File: config.mk
export PLATFORM = sky130hd
export DESIGN_NAME = batch_completion_counter_pool_core
export DESIGN_NICKNAME = d
export VERILOG_FILES = /design/src/sv/bcp_pkg.sv /design/src/sv/bcp_slot_store.sv /design/src/sv/batch_completion_counter_pool_core.sv
export SDC_FILE = /design/constraint.sdc
export NUM_CORES = 2
export LEC_CHECK = 0
export BUFFER_PORTS_ARGS = -buffer_cell sky130_fd_sc_hd__buf_2
export CAP_MARGIN = 0
export CELL_PAD_IN_SITES_DETAIL_PLACEMENT = 1
export CELL_PAD_IN_SITES_GLOBAL_PLACEMENT = 1
export CORE_MARGIN = 5
export CORE_UTILIZATION = 50
export CTS_BUF_LIST = sky130_fd_sc_hd__clkbuf_2
export DETAILED_ROUTE_END_ITERATION = 10
export HOLD_SLACK_MARGIN = 0.15
export PLACE_DENSITY = 0.72
export SLEW_MARGIN = 30
export SYNTH_ARGS = -nofsm -noshare
export SYNTH_HDL_FRONTEND = slang
export SYNTH_SLANG_ARGS = --single-unit
export TNS_END_PERCENT = 10
File: constraint.sdc
create_clock -name clock -period 9.2 [get_ports clock]
set_input_delay 0 -clock clock [delete_from_list [all_inputs] [get_ports clock]]
set_output_delay 0 -clock clock [all_outputs]
set_load 0.01 [all_outputs]
File: src/sv/bcp_pkg.sv
// ----------------------------------------------------------------------------
// bcp_pkg
// shared types and codes for the batch completion counter pool
// ----------------------------------------------------------------------------
`default_nettype none

package bcp_pkg;

   localparam int COUNT_W = 8;
   localparam int EPOCH_W = 16;
   localparam int TIME_W  = 32;
   localparam int SLOT_W  = 4;
   localparam int MASK_W  = 16;
   localparam int TOKEN_W = 8;
   localparam int STAT_W  = 3;

   localparam logic [TIME_W-1:0] TIMEOUT_RESET = 32'd100000;

   // item operation codes
   localparam logic OP_ALLOC = 1'b0;
   localparam logic OP_REPLY = 1'b1;

   typedef enum logic [STAT_W-1:0] {
      STAT_ALLOCATED = 3'd0,
      STAT_POOL_FULL = 3'd1,
      STAT_COUNTED   = 3'd2,
      STAT_DONE      = 3'd3,
      STAT_INACTIVE  = 3'd4,
      STAT_STALE     = 3'd5
   } status_type;

   typedef enum logic [2:0] {
      S_IDLE,
      S_SCAN,
      S_GRANT,
      S_RD,
      S_UPD
   } state_type;

   // one entry of the count / epoch memory
   typedef struct packed {
      logic [COUNT_W-1:0] count;
      logic [EPOCH_W-1:0] epoch;
   } entry_type;

endpackage

`default_nettype wire

File: src/sv/bcp_slot_store.sv
// ----------------------------------------------------------------------------
// bcp_slot_store
// per-slot storage: allocation timestamps and count / epoch entries, one
// write port and one registered read port shared by both memories
// ----------------------------------------------------------------------------
`default_nettype none

module bcp_slot_store #(
   parameter  int NUM_SLOTS = 16,
   localparam int SW        = (NUM_SLOTS > 1) ? $clog2(NUM_SLOTS) : 1
) (
   input  wire logic                         clock,
   input  wire logic [SW-1:0]                wr_addr,
   input  wire logic [SW-1:0]                rd_addr,
   input  wire logic                         ts_we,
   input  wire logic [bcp_pkg::TIME_W-1:0]   ts_wdata,
   input  wire logic                         ent_we,
   input  wire bcp_pkg::entry_type           ent_wdata,
   output logic      [bcp_pkg::TIME_W-1:0]   ts_rdata,
   output bcp_pkg::entry_type                ent_rdata
);

   logic [bcp_pkg::TIME_W-1:0] ts_mem [NUM_SLOTS];
   bcp_pkg::entry_type         ent_mem [NUM_SLOTS];

   logic [bcp_pkg::TIME_W-1:0] ts_rd_ff;
   bcp_pkg::entry_type         ent_rd_ff;

   always_ff @(posedge clock) begin
      if (ts_we) begin
         ts_mem[wr_addr] <= ts_wdata;
      end
      if (ent_we) begin
         ent_mem[wr_addr] <= ent_wdata;
      end
      ts_rd_ff  <= ts_mem[rd_addr];
      ent_rd_ff <= ent_mem[rd_addr];
   end

   assign ts_rdata  = ts_rd_ff;
   assign ent_rdata = ent_rd_ff;

endmodule

`default_nettype wire

File: src/sv/batch_completion_counter_pool_core.sv
// ----------------------------------------------------------------------------
// batch_completion_counter_pool_core
// pool of batch counters with generation-tagged tokens and timeout release
// ----------------------------------------------------------------------------
// usage
//   an item is taken when start is high and busy is low; busy stays high
//   while the item is worked on and drops in the cycle its result shows
//   each item gives one result beat on the rsp_ ports, marked by
//   rsp_strobe for exactly one cycle; the receiver cannot stall it
//   allocate: the timestamp memory is swept one slot per cycle through
//   the registered read port, releasing timed-out slots, then the lowest
//   free slot is granted; a new item can be taken at the edge that ends
//   the strobe cycle, not before
//   reply: one memory read, then, if the slot is in range and active and
//   the epoch matches, a write-back of the decremented count; an inactive
//   or out-of-range slot is answered without a write; only one item is in
//   flight, so accesses never overlap
//   csr_wr_en / csr_wr_data write timeout_ff; the user must do so only
//   while idle, as the block itself does not enforce it
//   reset clears active flags, epoch counter and the strobe, and loads the
//   timeout with 100000; memories need no clearing since an entry is only
//   used while its slot is active
// ----------------------------------------------------------------------------
`default_nettype none

module batch_completion_counter_pool_core #(
   parameter int NUM_SLOTS = 16
) (
   input  wire logic                           clock,
   input  wire logic                           reset,
   // configuration
   input  wire logic                           csr_wr_en,
   input  wire logic [bcp_pkg::TIME_W-1:0]     csr_wr_data,
   // request channel
   input  wire logic                           start,
   output logic                                busy,
   input  wire logic                           req_operation,
   input  wire logic [bcp_pkg::COUNT_W-1:0]    req_batch_total,
   input  wire logic [bcp_pkg::TOKEN_W-1:0]    req_token_slot,
   input  wire logic [bcp_pkg::EPOCH_W-1:0]    req_token_epoch,
   input  wire logic [bcp_pkg::TIME_W-1:0]     req_current_time,
   // response channel
   output logic                                rsp_strobe,
   output logic      [bcp_pkg::STAT_W-1:0]     rsp_status,
   output logic      [bcp_pkg::SLOT_W-1:0]     rsp_granted_slot,
   output logic      [bcp_pkg::EPOCH_W-1:0]    rsp_granted_epoch,
   output logic      [bcp_pkg::MASK_W-1:0]     rsp_reaped_mask
);

   localparam int SW = (NUM_SLOTS > 1) ? $clog2(NUM_SLOTS) : 1;
   localparam int CW = $clog2(NUM_SLOTS + 1);
   localparam logic [CW-1:0] SCAN_END = CW'(NUM_SLOTS);
   localparam logic [bcp_pkg::TOKEN_W-1:0] SLOT_LIMIT = bcp_pkg::TOKEN_W'(NUM_SLOTS);

   // control state
   bcp_pkg::state_type state_ff, state_in;
   logic [NUM_SLOTS-1:0]          active_ff, active_in;
   logic [bcp_pkg::EPOCH_W-1:0]   epoch_ctr_ff, epoch_ctr_in;
   logic [bcp_pkg::TIME_W-1:0]    timeout_ff;
   logic [CW-1:0]                 cnt_ff, cnt_in;
   logic                          chk_vld_ff, chk_vld_in;
   logic [SW-1:0]                 chk_idx_ff, chk_idx_in;
   logic [bcp_pkg::MASK_W-1:0]    reap_ff, reap_in;

   // captured item
   logic [bcp_pkg::COUNT_W-1:0]   total_ff;
   logic [bcp_pkg::TOKEN_W-1:0]   tok_slot_ff;
   logic [bcp_pkg::EPOCH_W-1:0]   tok_epoch_ff;
   logic [bcp_pkg::TIME_W-1:0]    now_ff;

   // result beat registers
   logic                          rsp_strobe_ff, rsp_strobe_in;
   bcp_pkg::status_type           rsp_status_ff, rsp_status_in;
   logic [bcp_pkg::SLOT_W-1:0]    rsp_slot_ff, rsp_slot_in;
   logic [bcp_pkg::EPOCH_W-1:0]   rsp_epoch_ff, rsp_epoch_in;
   logic [bcp_pkg::MASK_W-1:0]    rsp_mask_ff, rsp_mask_in;

   // store interface
   logic [SW-1:0]                 wr_addr, rd_addr;
   logic                          ts_we, ent_we;
   logic [bcp_pkg::TIME_W-1:0]    ts_wdata, ts_rdata;
   bcp_pkg::entry_type            ent_wdata, ent_rdata;

   logic                          accept;
   logic                          any_free;
   logic [SW-1:0]                 free_idx;
   logic [SW-1:0]                 tok_idx;
   logic [bcp_pkg::TIME_W-1:0]    age;
   logic [bcp_pkg::COUNT_W-1:0]   count_dec;
   logic [bcp_pkg::EPOCH_W-1:0]   epoch_next;

   assign busy     = (state_ff != bcp_pkg::S_IDLE);
   assign accept   = start && !busy;
   assign tok_idx  = tok_slot_ff[SW-1:0];
   assign age      = now_ff - ts_rdata;
   assign count_dec = ent_rdata.count - 8'd1;
   assign epoch_next = epoch_ctr_ff + 16'd1;

   bcp_slot_store #(
      .NUM_SLOTS (NUM_SLOTS)
   ) u_store (
      .clock     (clock),
      .wr_addr   (wr_addr),
      .rd_addr   (rd_addr),
      .ts_we     (ts_we),
      .ts_wdata  (ts_wdata),
      .ent_we    (ent_we),
      .ent_wdata (ent_wdata),
      .ts_rdata  (ts_rdata),
      .ent_rdata (ent_rdata)
   );

   // lowest free slot, after the sweep has dropped timed-out slots
   always_comb begin
      any_free = 1'b0;
      free_idx = '0;
      for (int i = NUM_SLOTS - 1; i >= 0; i--) begin
         if (!active_ff[i]) begin
            any_free = 1'b1;
            free_idx = SW'(i);
         end
      end
   end

   // next state and datapath control
   always_comb begin
      state_in      = state_ff;
      active_in     = active_ff;
      epoch_ctr_in  = epoch_ctr_ff;
      cnt_in        = cnt_ff;
      chk_vld_in    = 1'b0;
      chk_idx_in    = chk_idx_ff;
      reap_in       = reap_ff;
      rsp_strobe_in = 1'b0;
      rsp_status_in = rsp_status_ff;
      rsp_slot_in   = rsp_slot_ff;
      rsp_epoch_in  = rsp_epoch_ff;
      rsp_mask_in   = rsp_mask_ff;
      wr_addr       = free_idx;
      rd_addr       = cnt_ff[SW-1:0];
      ts_we         = 1'b0;
      ent_we        = 1'b0;
      ts_wdata      = now_ff;
      ent_wdata     = '{count: total_ff, epoch: epoch_next};

      case (state_ff)
         bcp_pkg::S_IDLE: begin
            if (accept) begin
               if (req_operation == bcp_pkg::OP_ALLOC) begin
                  cnt_in   = '0;
                  reap_in  = '0;
                  state_in = bcp_pkg::S_SCAN;
               end else begin
                  state_in = bcp_pkg::S_RD;
               end
            end
         end

         bcp_pkg::S_SCAN: begin
            // check stage: timestamp of the slot read last cycle
            if (chk_vld_ff && active_ff[chk_idx_ff] && (age > timeout_ff)) begin
               active_in[chk_idx_ff] = 1'b0;
               reap_in[chk_idx_ff]   = 1'b1;
            end
            // read stage
            if (cnt_ff != SCAN_END) begin
               rd_addr    = cnt_ff[SW-1:0];
               chk_vld_in = 1'b1;
               chk_idx_in = cnt_ff[SW-1:0];
               cnt_in     = cnt_ff + CW'(1);
            end else begin
               state_in = bcp_pkg::S_GRANT;
            end
         end

         bcp_pkg::S_GRANT: begin
            rsp_strobe_in = 1'b1;
            rsp_mask_in   = reap_ff;
            if (any_free) begin
               wr_addr             = free_idx;
               ts_we               = 1'b1;
               ent_we              = 1'b1;
               active_in[free_idx] = 1'b1;
               epoch_ctr_in        = epoch_next;
               rsp_status_in       = bcp_pkg::STAT_ALLOCATED;
               rsp_slot_in         = bcp_pkg::SLOT_W'(free_idx);
               rsp_epoch_in        = epoch_next;
            end else begin
               rsp_status_in = bcp_pkg::STAT_POOL_FULL;
               rsp_slot_in   = '0;
               rsp_epoch_in  = '0;
            end
            state_in = bcp_pkg::S_IDLE;
         end

         bcp_pkg::S_RD: begin
            rd_addr = tok_idx;
            if ((tok_slot_ff >= SLOT_LIMIT) || !active_ff[tok_idx]) begin
               rsp_strobe_in = 1'b1;
               rsp_status_in = bcp_pkg::STAT_INACTIVE;
               rsp_slot_in   = '0;
               rsp_epoch_in  = '0;
               rsp_mask_in   = '0;
               state_in      = bcp_pkg::S_IDLE;
            end else begin
               state_in = bcp_pkg::S_UPD;
            end
         end

         bcp_pkg::S_UPD: begin
            rsp_strobe_in = 1'b1;
            rsp_slot_in   = '0;
            rsp_epoch_in  = '0;
            rsp_mask_in   = '0;
            if (ent_rdata.epoch != tok_epoch_ff) begin
               rsp_status_in = bcp_pkg::STAT_STALE;
            end else begin
               // count write-back, wrapping below zero
               wr_addr   = tok_idx;
               ent_we    = 1'b1;
               ent_wdata = '{count: count_dec, epoch: ent_rdata.epoch};
               if (count_dec == '0) begin
                  active_in[tok_idx] = 1'b0;
                  rsp_status_in      = bcp_pkg::STAT_DONE;
               end else begin
                  rsp_status_in = bcp_pkg::STAT_COUNTED;
               end
            end
            state_in = bcp_pkg::S_IDLE;
         end

         default: begin
            state_in = bcp_pkg::S_IDLE;
         end
      endcase
   end

   // control registers
   always_ff @(posedge clock) begin
      if (reset) begin
         state_ff      <= bcp_pkg::S_IDLE;
         active_ff     <= '0;
         epoch_ctr_ff  <= '0;
         timeout_ff    <= bcp_pkg::TIMEOUT_RESET;
         cnt_ff        <= '0;
         chk_vld_ff    <= 1'b0;
         rsp_strobe_ff <= 1'b0;
      end else begin
         state_ff      <= state_in;
         active_ff     <= active_in;
         epoch_ctr_ff  <= epoch_ctr_in;
         cnt_ff        <= cnt_in;
         chk_vld_ff    <= chk_vld_in;
         rsp_strobe_ff <= rsp_strobe_in;
         if (csr_wr_en) begin
            timeout_ff <= csr_wr_data;
         end
      end
   end

   // payload registers
   always_ff @(posedge clock) begin
      if (accept) begin
         total_ff     <= req_batch_total;
         tok_slot_ff  <= req_token_slot;
         tok_epoch_ff <= req_token_epoch;
         now_ff       <= req_current_time;
      end
      chk_idx_ff    <= chk_idx_in;
      reap_ff       <= reap_in;
      rsp_status_ff <= rsp_status_in;
      rsp_slot_ff   <= rsp_slot_in;
      rsp_epoch_ff  <= rsp_epoch_in;
      rsp_mask_ff   <= rsp_mask_in;
   end

   assign rsp_strobe        = rsp_strobe_ff;
   assign rsp_status        = rsp_status_ff;
   assign rsp_granted_slot  = rsp_slot_ff;
   assign rsp_granted_epoch = rsp_epoch_ff;
   assign rsp_reaped_mask   = rsp_mask_ff;

endmodule

`default_nettype wire
After elaboration in Yosys (flattened, before gate mapping)
Memory sizes are Yosys's and may differ from the RTL's. A register that Yosys moved wholly into a read port is not among the register bits.
Cells that the tools add are included.
Storage, ports and cells
  memories kept: 2
  word-level logic and storage cells: 165
  register bits: 197
  output and inout bits: 41
  RAM bits: 896
  input port bits: 101
Memory list
  u_store.ts_mem: depth 16, bits a word 32, read ports 1, clocked after memory_dff 1, write ports 1, RTL line bcp_slot_store.sv:23  | logic [bcp_pkg::TIME_W-1:0] ts_mem [NUM_SLOTS];
  u_store.ent_mem: depth 16, bits a word 24, read ports 1, clocked after memory_dff 1, write ports 1, RTL line bcp_slot_store.sv:24  | bcp_pkg::entry_type ent_mem [NUM_SLOTS];
Cells by class
  $add $sub $neg: 4
  order comparisons: 8
  equal/unequal tests: 15
  reduce and logical (&&, ||, !) cells: 24
  bitwise gates (word level): 7
  multiplexer cells: 88
Operators with widths (count)
  16-bit two-way mux: 9
  16-bit one-hot mux with 3 select lines: 3
  4-bit two-way mux: 21
  24-bit two-way mux: 2
  16-bit AND: 2
  32-bit greater-than comparator: 1
  1-bit two-way mux: 32
  16-bit NOT: 2
  16-bit bitwise OR: 2
  16-bit one-hot mux with 2 select lines: 1
  32-bit subtractor: 1
  2-bit inequality test, second input constant: 9
  3-bit one-hot mux with 3 select lines: 2
  16-bit by 1-bit adder with 16-bit output, second input constant: 1
  16-bit inequality test: 1
  4-bit by 5-bit < comparator with 1-bit output, second input constant: 3
  3-bit two-way mux: 5
  5-bit two-way mux: 3
  1-bit demux with 4-bit select: 3
  4-bit by 1-bit >= comparator with 1-bit output, second input constant: 3
  4-bit one-hot mux with 3 select lines: 1
  5-bit one-hot mux with 2 select lines: 1
  3-bit nonzero test: 3
  1-bit binary-select mux with 4-bit select: 2
  20 further kinds: 33

Logic depth before layout (Yosys ltp)
  word-level depth: 23
  mapped depth: 24
  mapped depth without buffers: 23

Hierarchy
From an unflattened synthesis, not the netlist that was laid out.
Second synthesis, totals
  cell total of the unflattened synthesis: 2588
  area total of the unflattened synthesis: 45798.9 um2
By module, submodules not included
  bcp_slot_store: area each 34770.8 um2, times used 1, cells each 1472, sequential area each 28026.9 um2
  batch_completion_counter_pool_core: area each 11028.1 um2, times used 1, cells each 1116, sequential area each 5175.0 um2

Least setup slack after synthesis
No wires, ideal clock.
  path type: reg-to-reg
  from: register now_ff[0] (netlist name)
  to: register reap_ff[0] (netlist name), enable pin
  data required time: 8812 ps
  library setup time: 388 ps
  slack: 3982 ps
  arrival time: 4829 ps
  period minus slack after synthesis: 5218 ps
  stages on the path, launching flop included: 23
  buffers on the path: 1
  cells stage by stage: edfxtp_1 -> inv_1 -> ha_1 -> inv_1 -> fa_1 -> a21o_1 -> a221oi_2 -> a2111oi_2 -> o21ai_1 -> a311oi_1 -> o21a_1 -> o21a_1 -> o41ai_2 -> xnor2_1 -> ha_1 -> nand4_1 -> nor2_1 -> nand2_1 -> nor3_1 -> o41ai_1 -> a32o_1 -> buf_6 -> nor2_1
Between the ends
  cells in the longest elaborated chain, start to end: 5
Ends and longest elaborated chain
  start: declaration: RTL line batch_completion_counter_pool_core.sv:69  | logic [bcp_pkg::TIME_W-1:0] now_ff;
  start signal: assignment: RTL line batch_completion_counter_pool_core.sv:267  | now_ff <= req_current_time;
  32-bit subtractor: RTL line batch_completion_counter_pool_core.sv:95  | assign age = now_ff - ts_rdata;
  32-bit greater-than comparator: RTL line batch_completion_counter_pool_core.sv:161  | if (chk_vld_ff && active_ff[chk_idx_ff] && (age > timeout_ff)) begin
  1-bit logical AND: RTL line batch_completion_counter_pool_core.sv:161
  2-bit inequality test (no line)
  4-bit AND reduction (no line)
  end signal: assignment: RTL line batch_completion_counter_pool_core.sv:270  | reap_ff <= reap_in;
  end: declaration: RTL line batch_completion_counter_pool_core.sv:63  | logic [bcp_pkg::MASK_W-1:0] reap_ff, reap_in;
No other way between the ends.
A chain may end at the register's enable or synchronous reset.

Worst setup path after layout
  from: register now_ff[0] (netlist name)
  to: register reap_ff[9] (netlist name), enable pin
The elaborated chain is that of the path after synthesis.

==> reports/qor.txt <==
Worst R2R End = reap_ff[9]$_SDFFCE_PN0P_
R2r setup slk = 2.55 ns
CTS max path bufs = 4
Area of the core = 91,900 um2
Worst setup SP type = flip-flop
Syn Std Cell Area = 46,400 um2
Hold buffer count at cts = 353
Pre-CTS setup slack = 2.71 ns
Final Net Count = 3,609
Mapped Cells = 2,715
GRT Residual Overflow = 0
Worst slew pin tran = 0.962 ns
Post-synthesis sequential area ratio = 71.5%
Netlist cell types = 71
CTS tree = done
Post-DRT Antenna Nets = 0
Status = complete, no violations
DRT Pass-1 Iters = 5
Clock Latency Late Sink = 1.54 ns
Worst r2r src = now_ff[0]$_DFFE_PP_
PwrDens = 186 nW/um2
Hold Path Depth = 4
Total wire length = 130,000 um
GRT Total Usage = 26.6%
Die width = 315 um
Clock-pin slew on the worst setup and hold paths = 0.25 ns
Pin count of the biggest net entering global routing = 128
Hold Fails Final Rpt = 0
Non-Filler Instances = 4,901
H-tree depth = 5
Number of port buffers = 141
Post-synth EDFFs = 1,019
Initial antenna violation count = 2
Leakage power = 19.7 nW
Hold path startpoint = req_token_epoch[15]
CP required = 10.23 ns
Area fraction of the dominant cell type after synthesis = 65.9%
WP data arrival = 7.67 ns
Final worst path period need = 6.65 ns
Hold endpoint = tok_epoch_ff[15]$_DFFE_PP_
Num rows = 111
DR vias/cell = 5.83
Syn Area/Cell = 17.1 um2
Asr flop ratio synth = 0%
Synth area leader = edfxtp_1
Synth area leaders = edfxtp_1 (66%), mux4_2 (11%), dfxtp_1 (5.6%), ha_1 (1.8%), nor2_1 (1.6%)
Path depth of the worst reg2reg path = 21
Element type at the critical path end = flip-flop
IO Count = 142
Setup TNS = 0 ns
Slew headroom = 34.5%
# setup viols final = 0
Worst hold margin = 0.285 ns
Syn. warnings = 0
Clk sinks = 1,149
Unrepaired setup endpoints after global routing = no
CTS Buf Count = 305
Die Y = 315 um
DR iter-0 viols = 2,670
Worst ir drop on vdd = 106 uV
Vias in the first global route = 31,339
Syn nets = 2,885
First-pass GRT wire length = 195,000 um
Inst Count DP = 4,021
Initial core utilization = 50.5%
Max Fclk = 150 MHz
Synthesis-to-finish area growth = 18.4%
Final setup margin = 2.55 ns
#FFs+latches synth = 1,149
Worst-path fanout max = 17
CP Class = reg2reg
Layout fillers = 8,621
Total Die Area = 99,000 um2
Clock skew = 0.226 ns
Hold Crit Class = in2reg
Residual DRC = 0
Root buf cell = clkbuf_2
Final Wtd Congestion = 0.877
Pins Over Slew Limit = 0
Cts repair resizes = 0
Vias = 28,555
Post-synth top flop = edfxtp_1
Final period utilization = 72.2%
Placed wire-length estimate = 67,500 um
Wire per inst = 26.6 um
Share of layout cells above drive strength 1 = 26.9%
Max_cap viols = 0
Postcts setup bufs = 0
layer usage:
layer	track usage [%]	part of all wire [%]	vias to the layer above
met4	9.15	2.7	0
li1	-	-	12241
met5	0	0	-
met1	35.3	40	14859
met2	43.8	50	1222
met3	6.00	7.2	233
flip-flops by register name (all words and copies together), names as in the netlist, 16 cells and up:
| signal | cells |
|---|---|
| rsp_reaped_mask | 16 |
| epoch_ctr_ff | 16 |
| u_store.ts_mem | 512 |
| u_store.ent_rdata | 24 |
| now_ff | 32 |
| rsp_granted_epoch | 16 |
| timeout_ff | 32 |
| u_store.ent_mem | 384 |
| tok_epoch_ff | 16 |
| u_store.ts_rdata | 32 |
| active_ff | 16 |
| reap_ff | 16 |
power breakdown:
group	switching [mW]	internal (mW)	leakage [nW]
Sequential	0.0958	5.74	10.4
Combinational	0.458	0.445	7.28
Clock	2.12	1.37	2.06
layout by cell type (no fill, tap or decap), drive strengths merged, types with 16 or more instances in the layout:
cell type | synthesis | final
dlygate4sd3 | 0 | 353
xnor2 | 52 | 52
nor2 | 199 | 199
a21oi | 83 | 83
and3 | 31 | 31
nand2 | 185 | 185
nor3 | 29 | 29
buf | 56 | 197
clkbuf | 77 | 447
and2 | 60 | 60
edfxtp | 1019 | 1019
ha | 68 | 68
a21o | 23 | 23
o21ai | 32 | 32
mux4 | 234 | 234
nand2b | 16 | 16
dfxtp | 130 | 130
nand3 | 17 | 17
inv | 81 | 89
nand4 | 18 | 18
clkinv | 0 | 66
a211oi | 64 | 64
xor2 | 27 | 27
a31oi | 71 | 71
nor2b | 16 | 16
mux2i | 34 | 34
synth_stat cells, types with 16 or more instances:
cell         n
buf_6       20
nor2_1     198
dfxtp_1    130
a211oi_1    64
xnor2_1     52
nor2b_1     16
and3_1      31
mux2i_1     33
edfxtp_1  1019
xor2_1      27
inv_1       80
a21o_1      23
clkbuf_1    77
nand2_1    184
nand2b_1    16
buf_2       26
nand3_1     17
o21ai_0     28
a31oi_1     71
nor3_1      27
and2_1      60
nand4_1     18
mux4_2     234
a21oi_1     81
ha_1        68
worst max path at each step:
stage	startpoint	end	cells past startpoint	slack (ns)
6_report	now_ff[0]$_DFFE_PP_	reap_ff[9]$_SDFFCE_PN0P_	21	2.55
5_1_grt	now_ff[0]$_DFFE_PP_	reap_ff[3]$_SDFFCE_PN0P_	21	2.14
4_1_cts	now_ff[0]$_DFFE_PP_	reap_ff[9]$_SDFFCE_PN0P_	21	2.59
3_5_place_dp	now_ff[0]$_DFFE_PP_	reap_ff[11]$_SDFFCE_PN0P_	21	2.71
3_3_place_gp	now_ff[0]$_DFFE_PP_	reap_ff[6]$_SDFFCE_PN0P_	21	2.73
2_1_floorplan	now_ff[0]$_DFFE_PP_	reap_ff[0]$_SDFFCE_PN0P_	22	3.98
cell families after synthesis:
logic type,count (synthesis),share of synthesized area (%)
AO/OA/AOI/OAI,336,4.77
AND/OR/NAND/NOR,597,5.98
flip-flops,1149,71.5
XOR/XNOR,79,1.49
buffers and inverters,214,2.19
adder cells (fa/ha/maj),69,1.88
multiplexers,271,12.2
cell type report:
cell class,count,area [um2],share of cell area (%)
antenna,2,5.00,0.00910
timing repair buffer,550,4740,8.63
clock inverter,77,382,0.694
tap,1243,1560,2.83
clock buffer,447,2240,4.07
sequential,1149,33200,60.4
inverter,81,307,0.558
multi-input combinational,1352,12500,22.8
stage by stage:
| stage | cell area [um2] | power (mW) | utilization, % |
|---|---|---|---|
| detailed placement | 48700 | 6.72 | 53.0 |
| global placement | 48700 | 6.67 | 52.9 |
| floorplan | 46400 | 6.49 | - |
| CTS | 54900 | 10.3 | 59.7 |
| finish | 55000 | 10.2 | 59.8 |
| global route | 55000 | 10.8 | 59.8 |
critical path: stages (launching register included):
cell and delay [ns]:
edfxtp_1 0.62, inv_1 0.14, ha_1 0.21, inv_1 0.08, fa_1 0.40, a21o_1 0.21, a221oi_2 0.45, a2111oi_2 0.20
o21ai_1 0.25, a311oi_1 0.18, o21a_1 0.22, o21a_1 0.20, o41ai_2 0.30, xnor2_1 0.13, ha_1 0.32, nand4_1 0.11
nor2_1 0.17, nand2_1 0.12, nor3_1 0.52, o41ai_1 0.16, a32o_1 0.51, nor2_2 0.69
(Power assumes the default switching activity.)
